File: config.mk
export PLATFORM = sky130hd
export DESIGN_NAME = cerag_ctrl
export DESIGN_NICKNAME = d
export VERILOG_FILES = /design/src/hdl/cerag_pkg.sv /design/src/hdl/cerag_ctrl.sv
export SDC_FILE = /design/constraint.sdc
export NUM_CORES = 1
export LEC_CHECK = 0
export ABC_CLOCK_PERIOD_IN_PS = 1300
export BUFFER_PORTS_ARGS = -buffer_cell sky130_fd_sc_hd__buf_2
export CORE_AREA = 3 3 40 42
export DETAILED_ROUTE_END_ITERATION = 16
export DIE_AREA = 0 0 43 45
export PLACE_DENSITY = 0.44
export SYNTH_ARGS = -nofsm -noshare
export SYNTH_HDL_FRONTEND = slang
export SYNTH_SLANG_ARGS = --single-unit
export TNS_END_PERCENT = 1
File: constraint.sdc
create_clock -name clk -period 1.3 [get_ports clk]
set_input_delay 0.195 -clock clk [delete_from_list [all_inputs] [get_ports clk]]
set_output_delay 0.195 -clock clk [all_outputs]
set_load 0.005 [all_outputs]
File: src/hdl/cerag_pkg.sv
`timescale 1ns / 1ps
// ----------------------------------------------------------------------------
// cerag_pkg
// Shared types and codes for the CSR edge reader address generator.
// ----------------------------------------------------------------------------
package cerag_pkg;

    localparam int CFG_INDEX_W = 3;
    localparam int CFG_DATA_W  = 48;

    localparam logic [CFG_INDEX_W-1:0] CFG_COLUMN_BASE  = 3'd0;
    localparam logic [CFG_INDEX_W-1:0] CFG_LINE_TOTAL   = 3'd1;
    localparam logic [CFG_INDEX_W-1:0] CFG_FIRST_ROW    = 3'd2;
    localparam logic [CFG_INDEX_W-1:0] CFG_LAST_ROW     = 3'd3;
    localparam logic [CFG_INDEX_W-1:0] CFG_FEATURE_BASE = 3'd4;
    localparam logic [CFG_INDEX_W-1:0] CFG_FOLD_COUNT   = 3'd5;
    localparam logic [CFG_INDEX_W-1:0] CFG_LINE_BYTES   = 3'd6;

    localparam logic [1:0] FUNC_ROW_POINTER = 2'd0;
    localparam logic [1:0] FUNC_COLUMN      = 2'd1;
    localparam logic [1:0] FUNC_TRANSFER    = 2'd2;
    localparam logic [1:0] FUNC_ISSUE       = 2'd3;

    typedef struct packed {
        logic [1:0]  func;
        logic [31:0] value;
        logic        line_last;
    } req_item_t;

    typedef struct packed {
        logic [31:0] row_index;
        logic [31:0] column_index;
        logic [7:0]  fold_index;
        logic [47:0] address;
        logic        row_end;
        logic [7:0]  skipped_outputs;
        logic        request_needed;
        logic        row_ready;
        logic        all_requested;
        logic        all_consumed;
        logic        queue_empty;
    } rsp_item_t;

    typedef enum logic [1:0] {
        ST_IDLE,
        ST_EXEC,
        ST_MUL,
        ST_COMMIT
    } state_t;

    typedef struct packed {
        logic accept;
        logic exec;
        logic mul;
        logic commit;
    } cmd_t;

    typedef struct packed {
        logic xfer_go;
    } status_t;

endpackage

File: src/hdl/cerag_ctrl.sv
`timescale 1ns / 1ps
// ----------------------------------------------------------------------------
// cerag_ctrl
// Sequencer: accept a request, run the datapath steps, commit the result.
// ----------------------------------------------------------------------------
module cerag_ctrl (
    input  logic              clk,
    input  logic              rst_n,
    input  logic              req_valid,
    output logic              req_stall,
    output logic              rsp_valid,
    input  logic              rsp_stall,
    input  cerag_pkg::status_t status,
    output cerag_pkg::cmd_t   cmd
);
    import cerag_pkg::*;

    state_t state_reg, state_next;
    logic   out_valid_reg, out_valid_next;
    logic   commit_ok;

    assign commit_ok = !out_valid_reg || !rsp_stall;

    always_comb
    begin
        state_next = state_reg;
        unique case (state_reg)
            ST_IDLE:   if (req_valid) state_next = ST_EXEC;
            ST_EXEC:   state_next = status.xfer_go ? ST_MUL : ST_COMMIT;
            ST_MUL:    state_next = ST_COMMIT;
            ST_COMMIT: if (commit_ok) state_next = ST_IDLE;
            default:   state_next = ST_IDLE;
        endcase
    end

    always_comb
    begin
        cmd.accept = (state_reg == ST_IDLE) && req_valid;
        cmd.exec   = (state_reg == ST_EXEC);
        cmd.mul    = (state_reg == ST_MUL);
        cmd.commit = (state_reg == ST_COMMIT) && commit_ok;
        req_stall  = (state_reg != ST_IDLE);
    end

    always_comb
    begin
        out_valid_next = out_valid_reg;
        if (cmd.commit)
        begin
            out_valid_next = 1'b1;
        end
        else if (!rsp_stall)
        begin
            out_valid_next = 1'b0;
        end
    end

    assign rsp_valid = out_valid_reg;

    always_ff @(posedge clk or negedge rst_n)
    begin
        if (!rst_n)
        begin
            state_reg     <= ST_IDLE;
            out_valid_reg <= 1'b0;
        end
        else
        begin
            state_reg     <= state_next;
            out_valid_reg <= out_valid_next;
        end
    end

endmodule

==> impl_table.tex, run 1 <==
\begin{tabular}{lr}
\hline
Metric & Value \\
\hline
\multicolumn{2}{l}{\textbf{Die}} \\
\quad Count of standard-cell rows & 13 \\
\quad Die Width & 43 µm \\
\quad Core region area & 1280 µm² \\
\quad Total Die Area & 1940 µm² \\
\quad Die Height & 45 µm \\
\quad Count of boundary I/O pins & 11 \\
\quad Initial core utilization & 19.1\% \\
\multicolumn{2}{l}{\textbf{Route}} \\
\quad Post-DR wirelength/cell & 10.9 µm \\
\quad Initial drt markers & 8 \\
\quad Remaining antenna violation count after routing & 0 \\
\quad Number of remaining DRC errors & 0 \\
\quad Drt total wl & 608 µm \\
\quad Routed via count divided by cell count & 4.45 \\
\quad Number of optimization iterations in the first detailed-route pass & 4 \\
\quad Vias post-DR & 249 \\
\multicolumn{2}{l}{\textbf{Power}} \\
\quad Power density cells & 2430 nW/µm² \\
\quad Logic pwr share & 61.1\% \\
\quad Leak Pwr & 0.203 nW \\
\quad Internal portion of total power & 0.598 mW \\
\quad Clock share of power & 17.6\% \\
\quad Worst vdd ir & 0.820 mV \\
\quad Relative contribution of sequential cells to total power & 21.3\% \\
\quad Switching power as a share of total power & 38.4\% \\
\quad Net switching power & 0.373 mW \\
\multicolumn{2}{l}{\textbf{Yosys}} \\
\quad Top cells by instance count after synthesis & 5 x ha\_1, 4 x inv\_1, 3 x dfrtp\_1 \\
\quad Synthesized area per cell & 10.7 µm² \\
\quad Cell area after synthesis & 245 µm² \\
\quad Cells after synthesis & 23 \\
\quad Dominant cell type by area after synthesis & dfrtp\_1 \\
\quad Post-synthesis sequential element count & 3 \\
\quad Share of the yosys chip area belonging to registers & 30.6\% \\
\quad Most frequent cell after synthesis & ha\_1 \\
\quad Number of flops mapped to enable cells by yosys & 0 \\
\quad Async SR Flop Fraction & 100\% \\
\quad Number of distinct library cells after synthesis & 14 \\
\quad Top cells by area, synth & dfrtp\_1 31\%, ha\_1 26\%, inv\_1 6.1\% \\
\quad Post-synth top flop & dfrtp\_1 \\
\quad Synthesized netlist net count & 33 \\
\quad Fraction of synthesized cell area taken by the top area cell type & 30.6\% \\
\quad Warnings from Yosys & 0 \\
\multicolumn{2}{l}{\textbf{Timing}} \\
\quad Tightest Pin Transition & 0.209 ns \\
\quad Min cycle time layout & 1.35 ns \\
\quad Number of hold violations in the final report & 0 \\
\quad Max Clock Skew & 0.00252 ns \\
\quad Setup repair after global routing missed its margin & yes \\
\quad Worst-case headroom to the max-slew limit & 86.0\% \\
\quad Count of final setup violators & 3 \\
\quad Final max-slew violation count & 0 \\
\quad Fin crit share & 103\% \\
\quad Worst setup slack after layout & -0.0453 ns \\
\quad Max frequency & 743 MHz \\
\multicolumn{2}{l}{\textbf{Final layout}} \\
\quad Total number of nets in the final design & 52 \\
\quad Fraction of final layout cells with drive strength greater than 1 & 65.9\% \\
\quad Area growth from synthesis to final layout & 62.8\% \\
\quad Largest register FFs & 2 \\
\quad Cell Count, Final, Fillers Out & 56 \\
\quad Number of inserted diodes & 0 \\
\multicolumn{2}{l}{\textbf{Worst setup path}} \\
\quad Critical path class & flop to primary output \\
\quad Register-to-register setup slack & -0.03 ns \\
\quad Signal arrival time at the worst endpoint & 1.15 ns \\
\quad Cell breakdown of the critical path & inv\_2, ha\_4, and2\_4, buf\_6 \\
\quad Critical Path RT & 1.11 ns \\
\quad Highest-delay cell along the critical path & dfrtp\_1 \\
\quad Worst reg2reg endpoint & state\_reg[0] \\
\quad Kind of cell adding the most delay to the critical path & flip-flops \\
\quad Highest fanout seen on the critical path & 4 \\
\quad CP startpoint kind & flop \\
\quad Max incr delay on CP & 0.41 ns \\
\quad Combined buffer and inverter count along the critical path & 2 \\
\quad Cells on worst reg2reg path & 5 \\
\quad Critical register-to-register path startpoint & state\_reg[0] \\
\quad Element type at the critical path end & primary output \\
\multicolumn{2}{l}{\textbf{Clock tree}} \\
\quad Root buffer cell & clkbuf\_4 \\
\quad Clock sink count & 3 \\
\quad Insertion delay of the later-clocked pin in the worst-skew pair & 0.24 ns \\
\quad CTS tree & yes \\
\quad Clock Tree Buf Depth & 2 \\
\quad Number of buffers created by CTS & 3 \\
\quad Count of H-tree levels built during CTS & 1 \\
\quad Clock-pin slew on the worst setup and hold paths & 0.04 ns \\
\multicolumn{2}{l}{\textbf{Outcome}} \\
\quad Violations in the final reports & negative setup slack \\
\quad Run status & finished, violations left \\
\multicolumn{2}{l}{\textbf{GRT}} \\
\quad Combined global-route utilization of all metal layers & 7.58\% \\
\quad Global-route wire length before repair & 1.03 mm \\
\quad Grt peak-use layer & met2 \\
\quad Met3 global-route usage & 6.37\% \\
\quad Maximum number of pins on one net before global-route repair & 5 \\
\quad Antenna violations before repair & 0 \\
\quad Met1 track demand over resource in global routing & 7.73\% \\
\quad Met2 global-route usage & 11.4\% \\
\quad Via count of the first global-routing pass & 255 \\
\quad Remaining global-route overflow & 0 \\
\multicolumn{2}{l}{\textbf{Hold path}} \\
\quad Source of the worst hold timing path & rsp\_stall \\
\quad HP Class & input port to flop \\
\quad Hold Crit Endpoint & rsp\_valid \\
\quad Hold path cells & 2 \\
\multicolumn{2}{l}{\textbf{Placed design}} \\
\quad Half-perimeter wire length of the detailed placement result & 413 µm \\
\quad Worst setup timing slack at the placement stage & 0.0598 ns \\
\quad Port Buf Inserts & 10 \\
\quad Post-Place Cells & 47 \\
\quad Weighted congestion reported at the end of routability-driven placement & 0.753 \\
\multicolumn{2}{l}{\textbf{Run}} \\
\quad MaxCap Viol Count & 0 \\
\hline
\end{tabular}
-- layout by cell type, fill, tap and decap left out --
cell type	count
inv_2	2
clkbuf_1	1
a32oi_1	1
a21boi_2	1
ha_4	1
and2_4	1
inv_1	2
dlygate4sd3_1	1
a211oi_1	1
dfrtp_1	3
a31o_2	1
buf_2	9
ha_2	1
a21oi_1	1
nand2b_4	1
clkbuf_4	3
a21o_2	1
o211ai_1	1
buf_6	1
ha_1	3
buf_4	4
nand3_2	1
-- cell families after synthesis --
logic type                 after synthesis  share of synthesized area, %
AOI/OAI and AO/OA                        7                          21.9
buffers and inverters                    5                          9.18
adders and majority gates                5                          25.5
and+or+nand+nor                          3                          12.8
DFF                                      3                          30.6
-- timing repair --
| action | CTS | global route |
|---|---|---|
| pin swaps | 2 | 1 |
| gates cloned | 0 | 0 |
| hold endpoints to repair | 3 | 0 |
| resized for setup | 8 | 1 |
| endpoints found under the setup margin | 3 | 6 |
| hold buffers | 1 | 0 |
| setup buffers | 4 | 0 |
-- power groups by stage --
stage / Sequential (mW) / Clock [mW] / Combinational, mW
4_1_cts: 0.201 / 0.175 / 0.591
3_5_place_dp: 0.200 / 0 / 0.421
6_report: 0.207 / 0.170 / 0.593
5_1_grt: 0.214 / 0.186 / 0.661
2_1_floorplan: 0.187 / 0 / 0.308
3_3_place_gp: 0.193 / 0 / 0.414
-- layout make-up --
type	instances	area [µm²]
Clock buffer	4	26.3
Fill cell	136	886
Inverter	4	15.0
Multi-Input combinational cell	15	168
Sequential cell	3	75.1
Tap cell	15	18.8
Timing Repair Buffer	15	96.3
-- metal layers --
| layer | part of all wire, % | vias up |
|---|---|---|
| met2 | 44 | 20 |
| li1 | - | 114 |
| met4 | 0 | 0 |
| met1 | 44 | 115 |
| met3 | 13 | 0 |
| met5 | 0 | - |
-- worst max-delay path by stage --
stage	start	endpoint	slack (ns)	cells past startpoint
after global placement	state_reg[0]	cmd[3]	0.09	4
after floorplan	state_reg[0]	state_reg[1]	0.16	4
final	state_reg[0]	cmd[3]	-0.05	4
after CTS	state_reg[0]	cmd[3]	-0.03	4
after global routing	state_reg[0]	cmd[3]	-0.08	4
after detailed placement	state_reg[0]	cmd[3]	0.06	4
-- through the flow --
step / TNS (ns) / total power [mW] / instance area [µm²] / hold slack (ns) / util, %
6_report: -0.0840 / 0.971 / 399 / 0.240 / 31.1
5_1_grt: -0.290 / 1.06 / 399 / 0.245 / 31.1
4_1_cts: -0.0320 / 0.967 / 395 / 0.224 / 30.8
3_5_place_dp: 0 / 0.621 / 307 / -0.00627 / 23.9
3_3_place_gp: 0 / 0.608 / 307 / -0.00722 / 23.9
2_1_floorplan: 0 / 0.496 / 245 / -0.101 / -
Power figures use the tool's default switching activity.
==> inputs of run 2 (changes only) <==
--- a/config.mk
+++ b/config.mk
@@ -11,6 +11,8 @@
 export DETAILED_ROUTE_END_ITERATION = 16
 export DIE_AREA = 0 0 43 45
 export PLACE_DENSITY = 0.44
+export RECOVER_POWER = 100
+export SLEW_MARGIN = 20
 export SYNTH_ARGS = -nofsm -noshare
 export SYNTH_HDL_FRONTEND = slang
 export SYNTH_SLANG_ARGS = --single-unit
==> run 2 against run 1 <==
Effect of this change: sequential power is essentially flat; hold slack hardly changed; critical endpoint unchanged; fmax stayed put; core utilization down 0.39 points; combinational power down 3%; clock power hardly changed; clock-buffer cell count unchanged; the run still ends with negative setup slack left; routed wire length decreased by 0.49%; critical path depth did not move; register-to-register slack is essentially flat; global-route usage did not move.
==> impl_table.tex, run 2 (synthesized netlist as in run 1, its figures left out) <==
\begin{tabular}{lr}
\hline
Metric & Value \\
\hline
\multicolumn{2}{l}{\textbf{Route}} \\
\quad Drt total wl & 605 µm (was 608 µm) \\
\quad Vias post-DR & 249 (unchanged) \\
\quad Remaining antenna violation count after routing & 0 (unchanged) \\
\quad Number of remaining DRC errors & 0 (unchanged) \\
\quad Initial drt markers & 8 (unchanged) \\
\quad Routed via count divided by cell count & 4.45 (unchanged) \\
\quad Post-DR wirelength/cell & 10.8 µm (was 10.9 µm) \\
\quad Number of optimization iterations in the first detailed-route pass & 4 (unchanged) \\
\multicolumn{2}{l}{\textbf{GRT}} \\
\quad Antenna violations before repair & 0 (unchanged) \\
\quad Remaining global-route overflow & 0 (unchanged) \\
\quad Combined global-route utilization of all metal layers & 7.58\% (unchanged) \\
\quad Maximum number of pins on one net before global-route repair & 5 (unchanged) \\
\quad Global-route wire length before repair & 1.03 mm (unchanged) \\
\quad Via count of the first global-routing pass & 255 (unchanged) \\
\multicolumn{2}{l}{\textbf{Worst setup path}} \\
\quad Highest-delay cell along the critical path & dfrtp\_1 (unchanged) \\
\quad CP startpoint kind & flop (unchanged) \\
\quad Register-to-register setup slack & -0.03 ns (about the same) \\
\quad Critical Path RT & 1.11 ns (about the same) \\
\quad Max incr delay on CP & 0.41 ns (about the same) \\
\quad Critical path class & flop to primary output (unchanged) \\
\quad Signal arrival time at the worst endpoint & 1.15 ns (about the same) \\
\quad Highest fanout seen on the critical path & 4 (unchanged) \\
\quad Element type at the critical path end & primary output (unchanged) \\
\quad Cell breakdown of the critical path & inv\_2, ha\_4, and2\_4, buf\_6 (unchanged) \\
\multicolumn{2}{l}{\textbf{Final layout}} \\
\quad Largest register FFs & 2 (unchanged) \\
\quad Total number of nets in the final design & 52 (unchanged) \\
\quad Area growth from synthesis to final layout & 60.7\% (was 62.8\%) \\
\quad Number of inserted diodes & 0 (unchanged) \\
\quad Post-route cell area & 394 µm² (was 399 µm²) \\
\quad Fraction of final layout cells with drive strength greater than 1 & 61.0\% (was 65.9\%) \\
\quad Final core area utilization & 30.7\% (was 31.1\%) \\
\quad Most common cell after layout, fill and taps aside & buf\_2 (unchanged) \\
\multicolumn{2}{l}{\textbf{Run}} \\
\quad MaxCap Viol Count & 0 (unchanged) \\
\multicolumn{2}{l}{\textbf{Clock tree}} \\
\quad Number of buffers created by CTS & 3 (unchanged) \\
\quad CTS tree & yes (unchanged) \\
\quad Clock-pin slew on the worst setup and hold paths & 0.04 ns (about the same) \\
\quad Count of H-tree levels built during CTS & 1 (unchanged) \\
\quad Clock sink count & 3 (unchanged) \\
\quad Clock Tree Buf Depth & 2 (unchanged) \\
\quad Root buffer cell & clkbuf\_4 (unchanged) \\
\quad Insertion delay of the later-clocked pin in the worst-skew pair & 0.24 ns (about the same) \\
\multicolumn{2}{l}{\textbf{Hold path}} \\
\quad HP Class & input port to flop (unchanged) \\
\multicolumn{2}{l}{\textbf{Die}} \\
\quad Count of standard-cell rows & 13 (unchanged) \\
\quad Initial core utilization & 19.1\% (unchanged) \\
\quad Die Width & 43 µm (unchanged) \\
\quad Core region area & 1280 µm² (unchanged) \\
\quad Total Die Area & 1940 µm² (unchanged) \\
\quad Die Height & 45 µm (unchanged) \\
\quad Count of boundary I/O pins & 11 (unchanged) \\
\multicolumn{2}{l}{\textbf{Placed design}} \\
\quad Half-perimeter wire length of the detailed placement result & 413 µm (unchanged) \\
\quad Cell area after placement & 307 µm² (unchanged) \\
\quad Port Buf Inserts & 10 (unchanged) \\
\quad Weighted congestion reported at the end of routability-driven placement & 0.753 (unchanged) \\
\multicolumn{2}{l}{\textbf{Timing}} \\
\quad Count of final setup violators & 3 (unchanged) \\
\quad Max Clock Skew & 0.00252 ns (unchanged) \\
\quad Max frequency & 743 MHz (unchanged) \\
\quad Tightest Pin Transition & 0.209 ns (unchanged) \\
\quad Min cycle time layout & 1.35 ns (unchanged) \\
\quad Worst-case headroom to the max-slew limit & 86.0\% (unchanged) \\
\quad Worst Hold Margin & 0.240 ns (about the same) \\
\quad Number of hold violations in the final report & 0 (unchanged) \\
\quad Worst setup slack after layout & -0.0453 ns (unchanged) \\
\quad Fin crit share & 103\% (unchanged) \\
\quad Setup repair after global routing missed its margin & yes (unchanged) \\
\quad Final max-slew violation count & 0 (unchanged) \\
\multicolumn{2}{l}{\textbf{Power}} \\
\quad Leak Pwr & 0.196 nW (was 0.203 nW) \\
\quad Power density cells & 2430 nW/µm² (about the same) \\
\quad Worst vdd ir & 0.820 mV (about the same) \\
\multicolumn{2}{l}{\textbf{Outcome}} \\
\quad Run status & finished, violations left (unchanged) \\
\quad Violations in the final reports & negative setup slack (unchanged) \\
\hline
\end{tabular}
-- run 2: changes by cell type in the layout (fill, tap and decap cells not counted), sizes merged --
cell	delta
buf	-2
clkbuf	+2
-- run 2: path summary, 6_finish.rpt --
path                               from      endpoint  cells past startpoint
max                        state_reg[0]        cmd[3]                      4
min                           rsp_stall     rsp_valid                      2
max reg2reg                state_reg[0]  state_reg[0]                      5
min reg2reg                   rsp_valid     rsp_valid                      1
max in group asynchronous         rst_n     rsp_valid                      2
min in group asynchronous         rst_n  state_reg[0]                      2
-- run 2: cell type report --
class	instances	area (µm²)
inverters	4	15.0
clock buffers	4	26.3
repair buffers	15	91.3
flip-flops and latches	3	75.1
fillers	137	891
well taps	15	18.8
multi-input cells	15	168
-- run 2: timing repair --
action,4_1_cts,5_1_grt
endpoints found under the hold margin,3,0
setup buffers,4,0
endpoints found under the setup margin,3,6
pin swaps,2,1
hold buffers,1,0
resized for setup,8,1
-- run 2: per-stage QoR --
stage / setup TNS, ns / instances / worst slack [ns] / power [mW]
final: -0.0825 / 56 / -0.0453 / 0.956
after global routing: -0.288 / 56 / -0.0834 / 1.05
after CTS: -0.0320 / 56 / -0.0320 / 0.967
after detailed placement: 0 / 47 / 0.0598 / 0.621
after global placement: 0 / 47 / 0.0861 / 0.608
after floorplan: 0 / 23 / 0.159 / 0.496
-- run 2: worst max-delay path: cells and delay by family (launching register included) --
family	cells	cell delay, ns
adders and majority gates	1	0.16
buffers and inverters	2	0.20
DFF	1	0.41
and+or+nand+nor	1	0.13
-- run 2: where the power goes --
part | internal [mW] | total [mW] | switching, mW
registers | 0.146 | 0.207 | 0.0617
logic | 0.323 | 0.578 | 0.255
clock network | 0.115 | 0.170 | 0.0549
total | 0.584 | 0.956 | 0.372
-- run 2: per-layer routing --
metal | wire, µm | share of wire [%] | global-route usage [%]
met5 | 0 | 0 | 0
met4 | 0 | 0 | 3.01
met1 | 261 | 43 | 7.73
met3 | 76 | 13 | 6.37
met2 | 267 | 44 | 11.4
==> inputs of run 3 (changes only) <==
--- a/config.mk
+++ b/config.mk
@@ -12,7 +12,7 @@
 export DIE_AREA = 0 0 43 45
 export PLACE_DENSITY = 0.44
 export RECOVER_POWER = 100
-export SLEW_MARGIN = 20
+export SLEW_MARGIN = 30
 export SYNTH_ARGS = -nofsm -noshare
 export SYNTH_HDL_FRONTEND = slang
 export SYNTH_SLANG_ARGS = --single-unit
==> constraint.sdc (replaced) <==
create_clock -name clk -period 1.3 [get_ports clk]
set_input_delay 0.195 -clock clk [delete_from_list [all_inputs] [get_ports clk]]
set_output_delay 0.195 -clock clk [all_outputs]
set_load 0.01 [all_outputs]
==> run 3 against run 2 <==
Effect of this change: the flow still finishes with violations (negative setup slack); critical path depth is the same; combinational power grew 29%; final cell count grew 5.4%; largest cell class unchanged.
==> impl_table.tex, run 3 (synthesized netlist as in run 1, its figures left out) <==
\begin{tabular}{lr}
\hline
Metric & Value \\
\hline
\multicolumn{2}{l}{\textbf{Outcome}} \\
\quad Run status & finished, violations left (unchanged) \\
\quad Violations in the final reports & negative setup slack (unchanged) \\
\multicolumn{2}{l}{\textbf{Clock tree}} \\
\quad Root buffer cell & clkbuf\_4 (unchanged) \\
\quad CTS tree & yes (unchanged) \\
\quad Count of H-tree levels built during CTS & 1 (unchanged) \\
\quad Clock sink count & 3 (unchanged) \\
\quad Insertion delay of the later-clocked pin in the worst-skew pair & 0.23 ns (was 0.24 ns) \\
\quad Clock Tree Buf Depth & 2 (unchanged) \\
\quad Clock-pin slew on the worst setup and hold paths & 0.04 ns (about the same) \\
\quad Number of buffers created by CTS & 3 (unchanged) \\
\multicolumn{2}{l}{\textbf{Final layout}} \\
\quad Largest register FFs & 2 (unchanged) \\
\quad Total number of nets in the final design & 55 (was 52) \\
\quad Cell Count, Final, Fillers Out & 59 (was 56) \\
\quad Most common cell after layout, fill and taps aside & buf\_4 (was buf\_2) \\
\quad Number of inserted diodes & 0 (unchanged) \\
\quad Top library cells by usage in the layout, fill and taps aside & 7 x buf\_4, 6 x buf\_2, 3 x clkbuf\_4, 3 x clkbuf\_1, 3 x dfrtp\_1 \\
\quad Area growth from synthesis to final layout & 76.5\% (was 60.7\%) \\
\quad Fraction of final layout cells with drive strength greater than 1 & 68.2\% (was 61.0\%) \\
\quad Number of filler cells placed in the layout & 134 (was 137) \\
\multicolumn{2}{l}{\textbf{GRT}} \\
\quad Met2 global-route usage & 12.3\% (was 11.4\%) \\
\quad Grt peak-use layer & met2 (unchanged) \\
\quad Antenna violations before repair & 0 (unchanged) \\
\quad Via count of the first global-routing pass & 261 (was 255) \\
\quad Global-route wire length before repair & 1.06 mm (was 1.03 mm) \\
\quad Combined global-route utilization of all metal layers & 7.76\% (was 7.58\%) \\
\quad Maximum number of pins on one net before global-route repair & 5 (unchanged) \\
\quad Met3 global-route usage & 2.39\% (was 6.37\%) \\
\quad Remaining global-route overflow & 0 (unchanged) \\
\quad Met1 track demand over resource in global routing & 8.23\% (was 7.73\%) \\
\multicolumn{2}{l}{\textbf{Timing}} \\
\quad Final max-slew violation count & 0 (unchanged) \\
\quad Max frequency & 765 MHz (was 743 MHz) \\
\quad Worst setup slack after layout & -0.00743 ns (was -0.0453 ns) \\
\quad Min cycle time layout & 1.31 ns (was 1.35 ns) \\
\quad Fin crit share & 101\% (was 103\%) \\
\quad Worst-case headroom to the max-slew limit & 88.5\% (was 86.0\%) \\
\quad Number of hold violations in the final report & 0 (unchanged) \\
\quad Setup repair after global routing missed its margin & yes (unchanged) \\
\quad Max Clock Skew & 0.000993 ns (was 0.00252 ns) \\
\quad Tightest Pin Transition & 0.171 ns (was 0.209 ns) \\
\quad Count of final setup violators & 1 (was 3) \\
\multicolumn{2}{l}{\textbf{Die}} \\
\quad Total Die Area & 1940 µm² (unchanged) \\
\quad Die Height & 45 µm (unchanged) \\
\quad Die Width & 43 µm (unchanged) \\
\quad Count of standard-cell rows & 13 (unchanged) \\
\quad Core region area & 1280 µm² (unchanged) \\
\quad Initial core utilization & 19.1\% (unchanged) \\
\quad Count of boundary I/O pins & 11 (unchanged) \\
\multicolumn{2}{l}{\textbf{Route}} \\
\quad Vias post-DR & 245 (was 249) \\
\quad Post-DR wirelength/cell & 10.7 µm (was 10.8 µm) \\
\quad Routed via count divided by cell count & 4.15 (was 4.45) \\
\quad Number of remaining DRC errors & 0 (unchanged) \\
\quad Drt total wl & 633 µm (was 605 µm) \\
\quad Remaining antenna violation count after routing & 0 (unchanged) \\
\quad Initial drt markers & 1 (was 8) \\
\quad Number of optimization iterations in the first detailed-route pass & 4 (unchanged) \\
\multicolumn{2}{l}{\textbf{Worst setup path}} \\
\quad CP startpoint kind & flop (unchanged) \\
\quad Combined buffer and inverter count along the critical path & 2 (unchanged) \\
\quad Max incr delay on CP & 0.40 ns (was 0.41 ns) \\
\quad Element type at the critical path end & primary output (unchanged) \\
\quad Highest fanout seen on the critical path & 3 (was 4) \\
\quad Critical path class & flop to primary output (unchanged) \\
\quad Highest-delay cell along the critical path & dfrtp\_1 (unchanged) \\
\quad Cell breakdown of the critical path & inv\_2, ha\_4, and2\_4, buf\_6 (unchanged) \\
\quad Critical Path RT & 1.11 ns (about the same) \\
\quad Signal arrival time at the worst endpoint & 1.11 ns (was 1.15 ns) \\
\quad Kind of cell adding the most delay to the critical path & flip-flops (unchanged) \\
\multicolumn{2}{l}{\textbf{Power}} \\
\quad Leak Pwr & 0.213 nW (was 0.196 nW) \\
\quad Total power & 1.10 mW (was 0.956 mW) \\
\quad Worst vdd ir & 0.752 mV (was 0.820 mV) \\
\quad Switching power as a share of total power & 38.0\% (was 38.9\%) \\
\quad Power density cells & 2550 nW/µm² (was 2430 nW/µm²) \\
\quad Internal portion of total power & 0.685 mW (was 0.584 mW) \\
\quad Relative contribution of sequential cells to total power & 18.1\% (was 21.7\%) \\
\quad Logic pwr share & 67.4\% (was 60.5\%) \\
\quad Clock share of power & 14.5\% (was 17.8\%) \\
\quad Net switching power & 0.420 mW (was 0.372 mW) \\
\multicolumn{2}{l}{\textbf{Placed design}} \\
\quad Weighted congestion reported at the end of routability-driven placement & 0.770 (was 0.753) \\
\quad Post-Place Cells & 47 (unchanged) \\
\quad Port Buf Inserts & 10 (unchanged) \\
\multicolumn{2}{l}{\textbf{Run}} \\
\quad MaxCap Viol Count & 0 (unchanged) \\
\multicolumn{2}{l}{\textbf{Hold path}} \\
\quad HP Class & input port to flop (unchanged) \\
\hline
\end{tabular}
-- run 3: worst register-to-register path, delay by kind of cell, from the launching register on --
family / cells / cell delay [ns]
adders and majority gates: 1 / 0.17
DFF: 1 / 0.38
buffers and inverters: 2 / 0.21
and+or+nand+nor: 1 / 0.07
AOI/OAI and AO/OA: 2 / 0.28
-- run 3: worst paths after layout --
path / start / end / slack, ns / cells past startpoint
min: rsp_stall / rsp_valid / 0.24 / 2
max: state_reg[1] / cmd[3] / -0.007 / 4
max reg2reg: state_reg[1] / state_reg[1] / 0.07 / 6
max in group asynchronous: rst_n / rsp_valid / 0.84 / 2
min in group asynchronous: rst_n / state_reg[0] / 0.30 / 2
min reg2reg: rsp_valid / rsp_valid / 0.58 / 1
-- run 3: layout make-up --
cell class / instances / area [µm²] / area share (%)
Inverter: 4 / 15.0 / 3.47
Tap cell: 15 / 18.8 / 4.34
Multi-Input combinational cell: 15 / 175 / 40.5
Clock buffer: 4 / 26.3 / 6.07
Sequential cell: 3 / 75.1 / 17.3
Timing Repair Buffer: 18 / 123 / 28.3
-- run 3: what timing repair did --
item | CTS | global route
gates resized for setup | 9 | 3
pin swaps | 2 | 2
setup buffers | 7 | 0
endpoints found under the setup margin | 3 | 6
endpoints found under the hold margin | 3 | 0
hold buffers | 1 | 0
-- run 3: per-layer routing --
metal	wire, µm	vias up
met4	6	0
met2	317	8
met3	57	2
li1	-	119
met1	252	116
met5	0	-
-- run 3: per-stage QoR --
stage                     util [%]  setup TNS, ns  hold slack (ns)  setup WS (ns)  instance area (µm²)
after global routing          33.7         -0.192            0.269        -0.0630                  433
after detailed placement      23.9              0         -0.00585         0.0289                  307
after floorplan                  -              0           -0.101          0.159                  245
final                         33.7       -0.00743            0.244       -0.00743                  433
after global placement        23.9              0         -0.00842         0.0629                  307
after CTS                     32.7        -0.0119            0.226        -0.0119                  420
-- run 3: power groups by stage --
stage          logic [mW]  clock network [mW]  registers (mW)
4_1_cts             0.690               0.169           0.198
3_3_place_gp        0.446                   0           0.194
6_report            0.745               0.160           0.200
2_1_floorplan       0.341                   0           0.193
3_5_place_dp        0.461                   0           0.197
5_1_grt             0.827               0.171           0.212
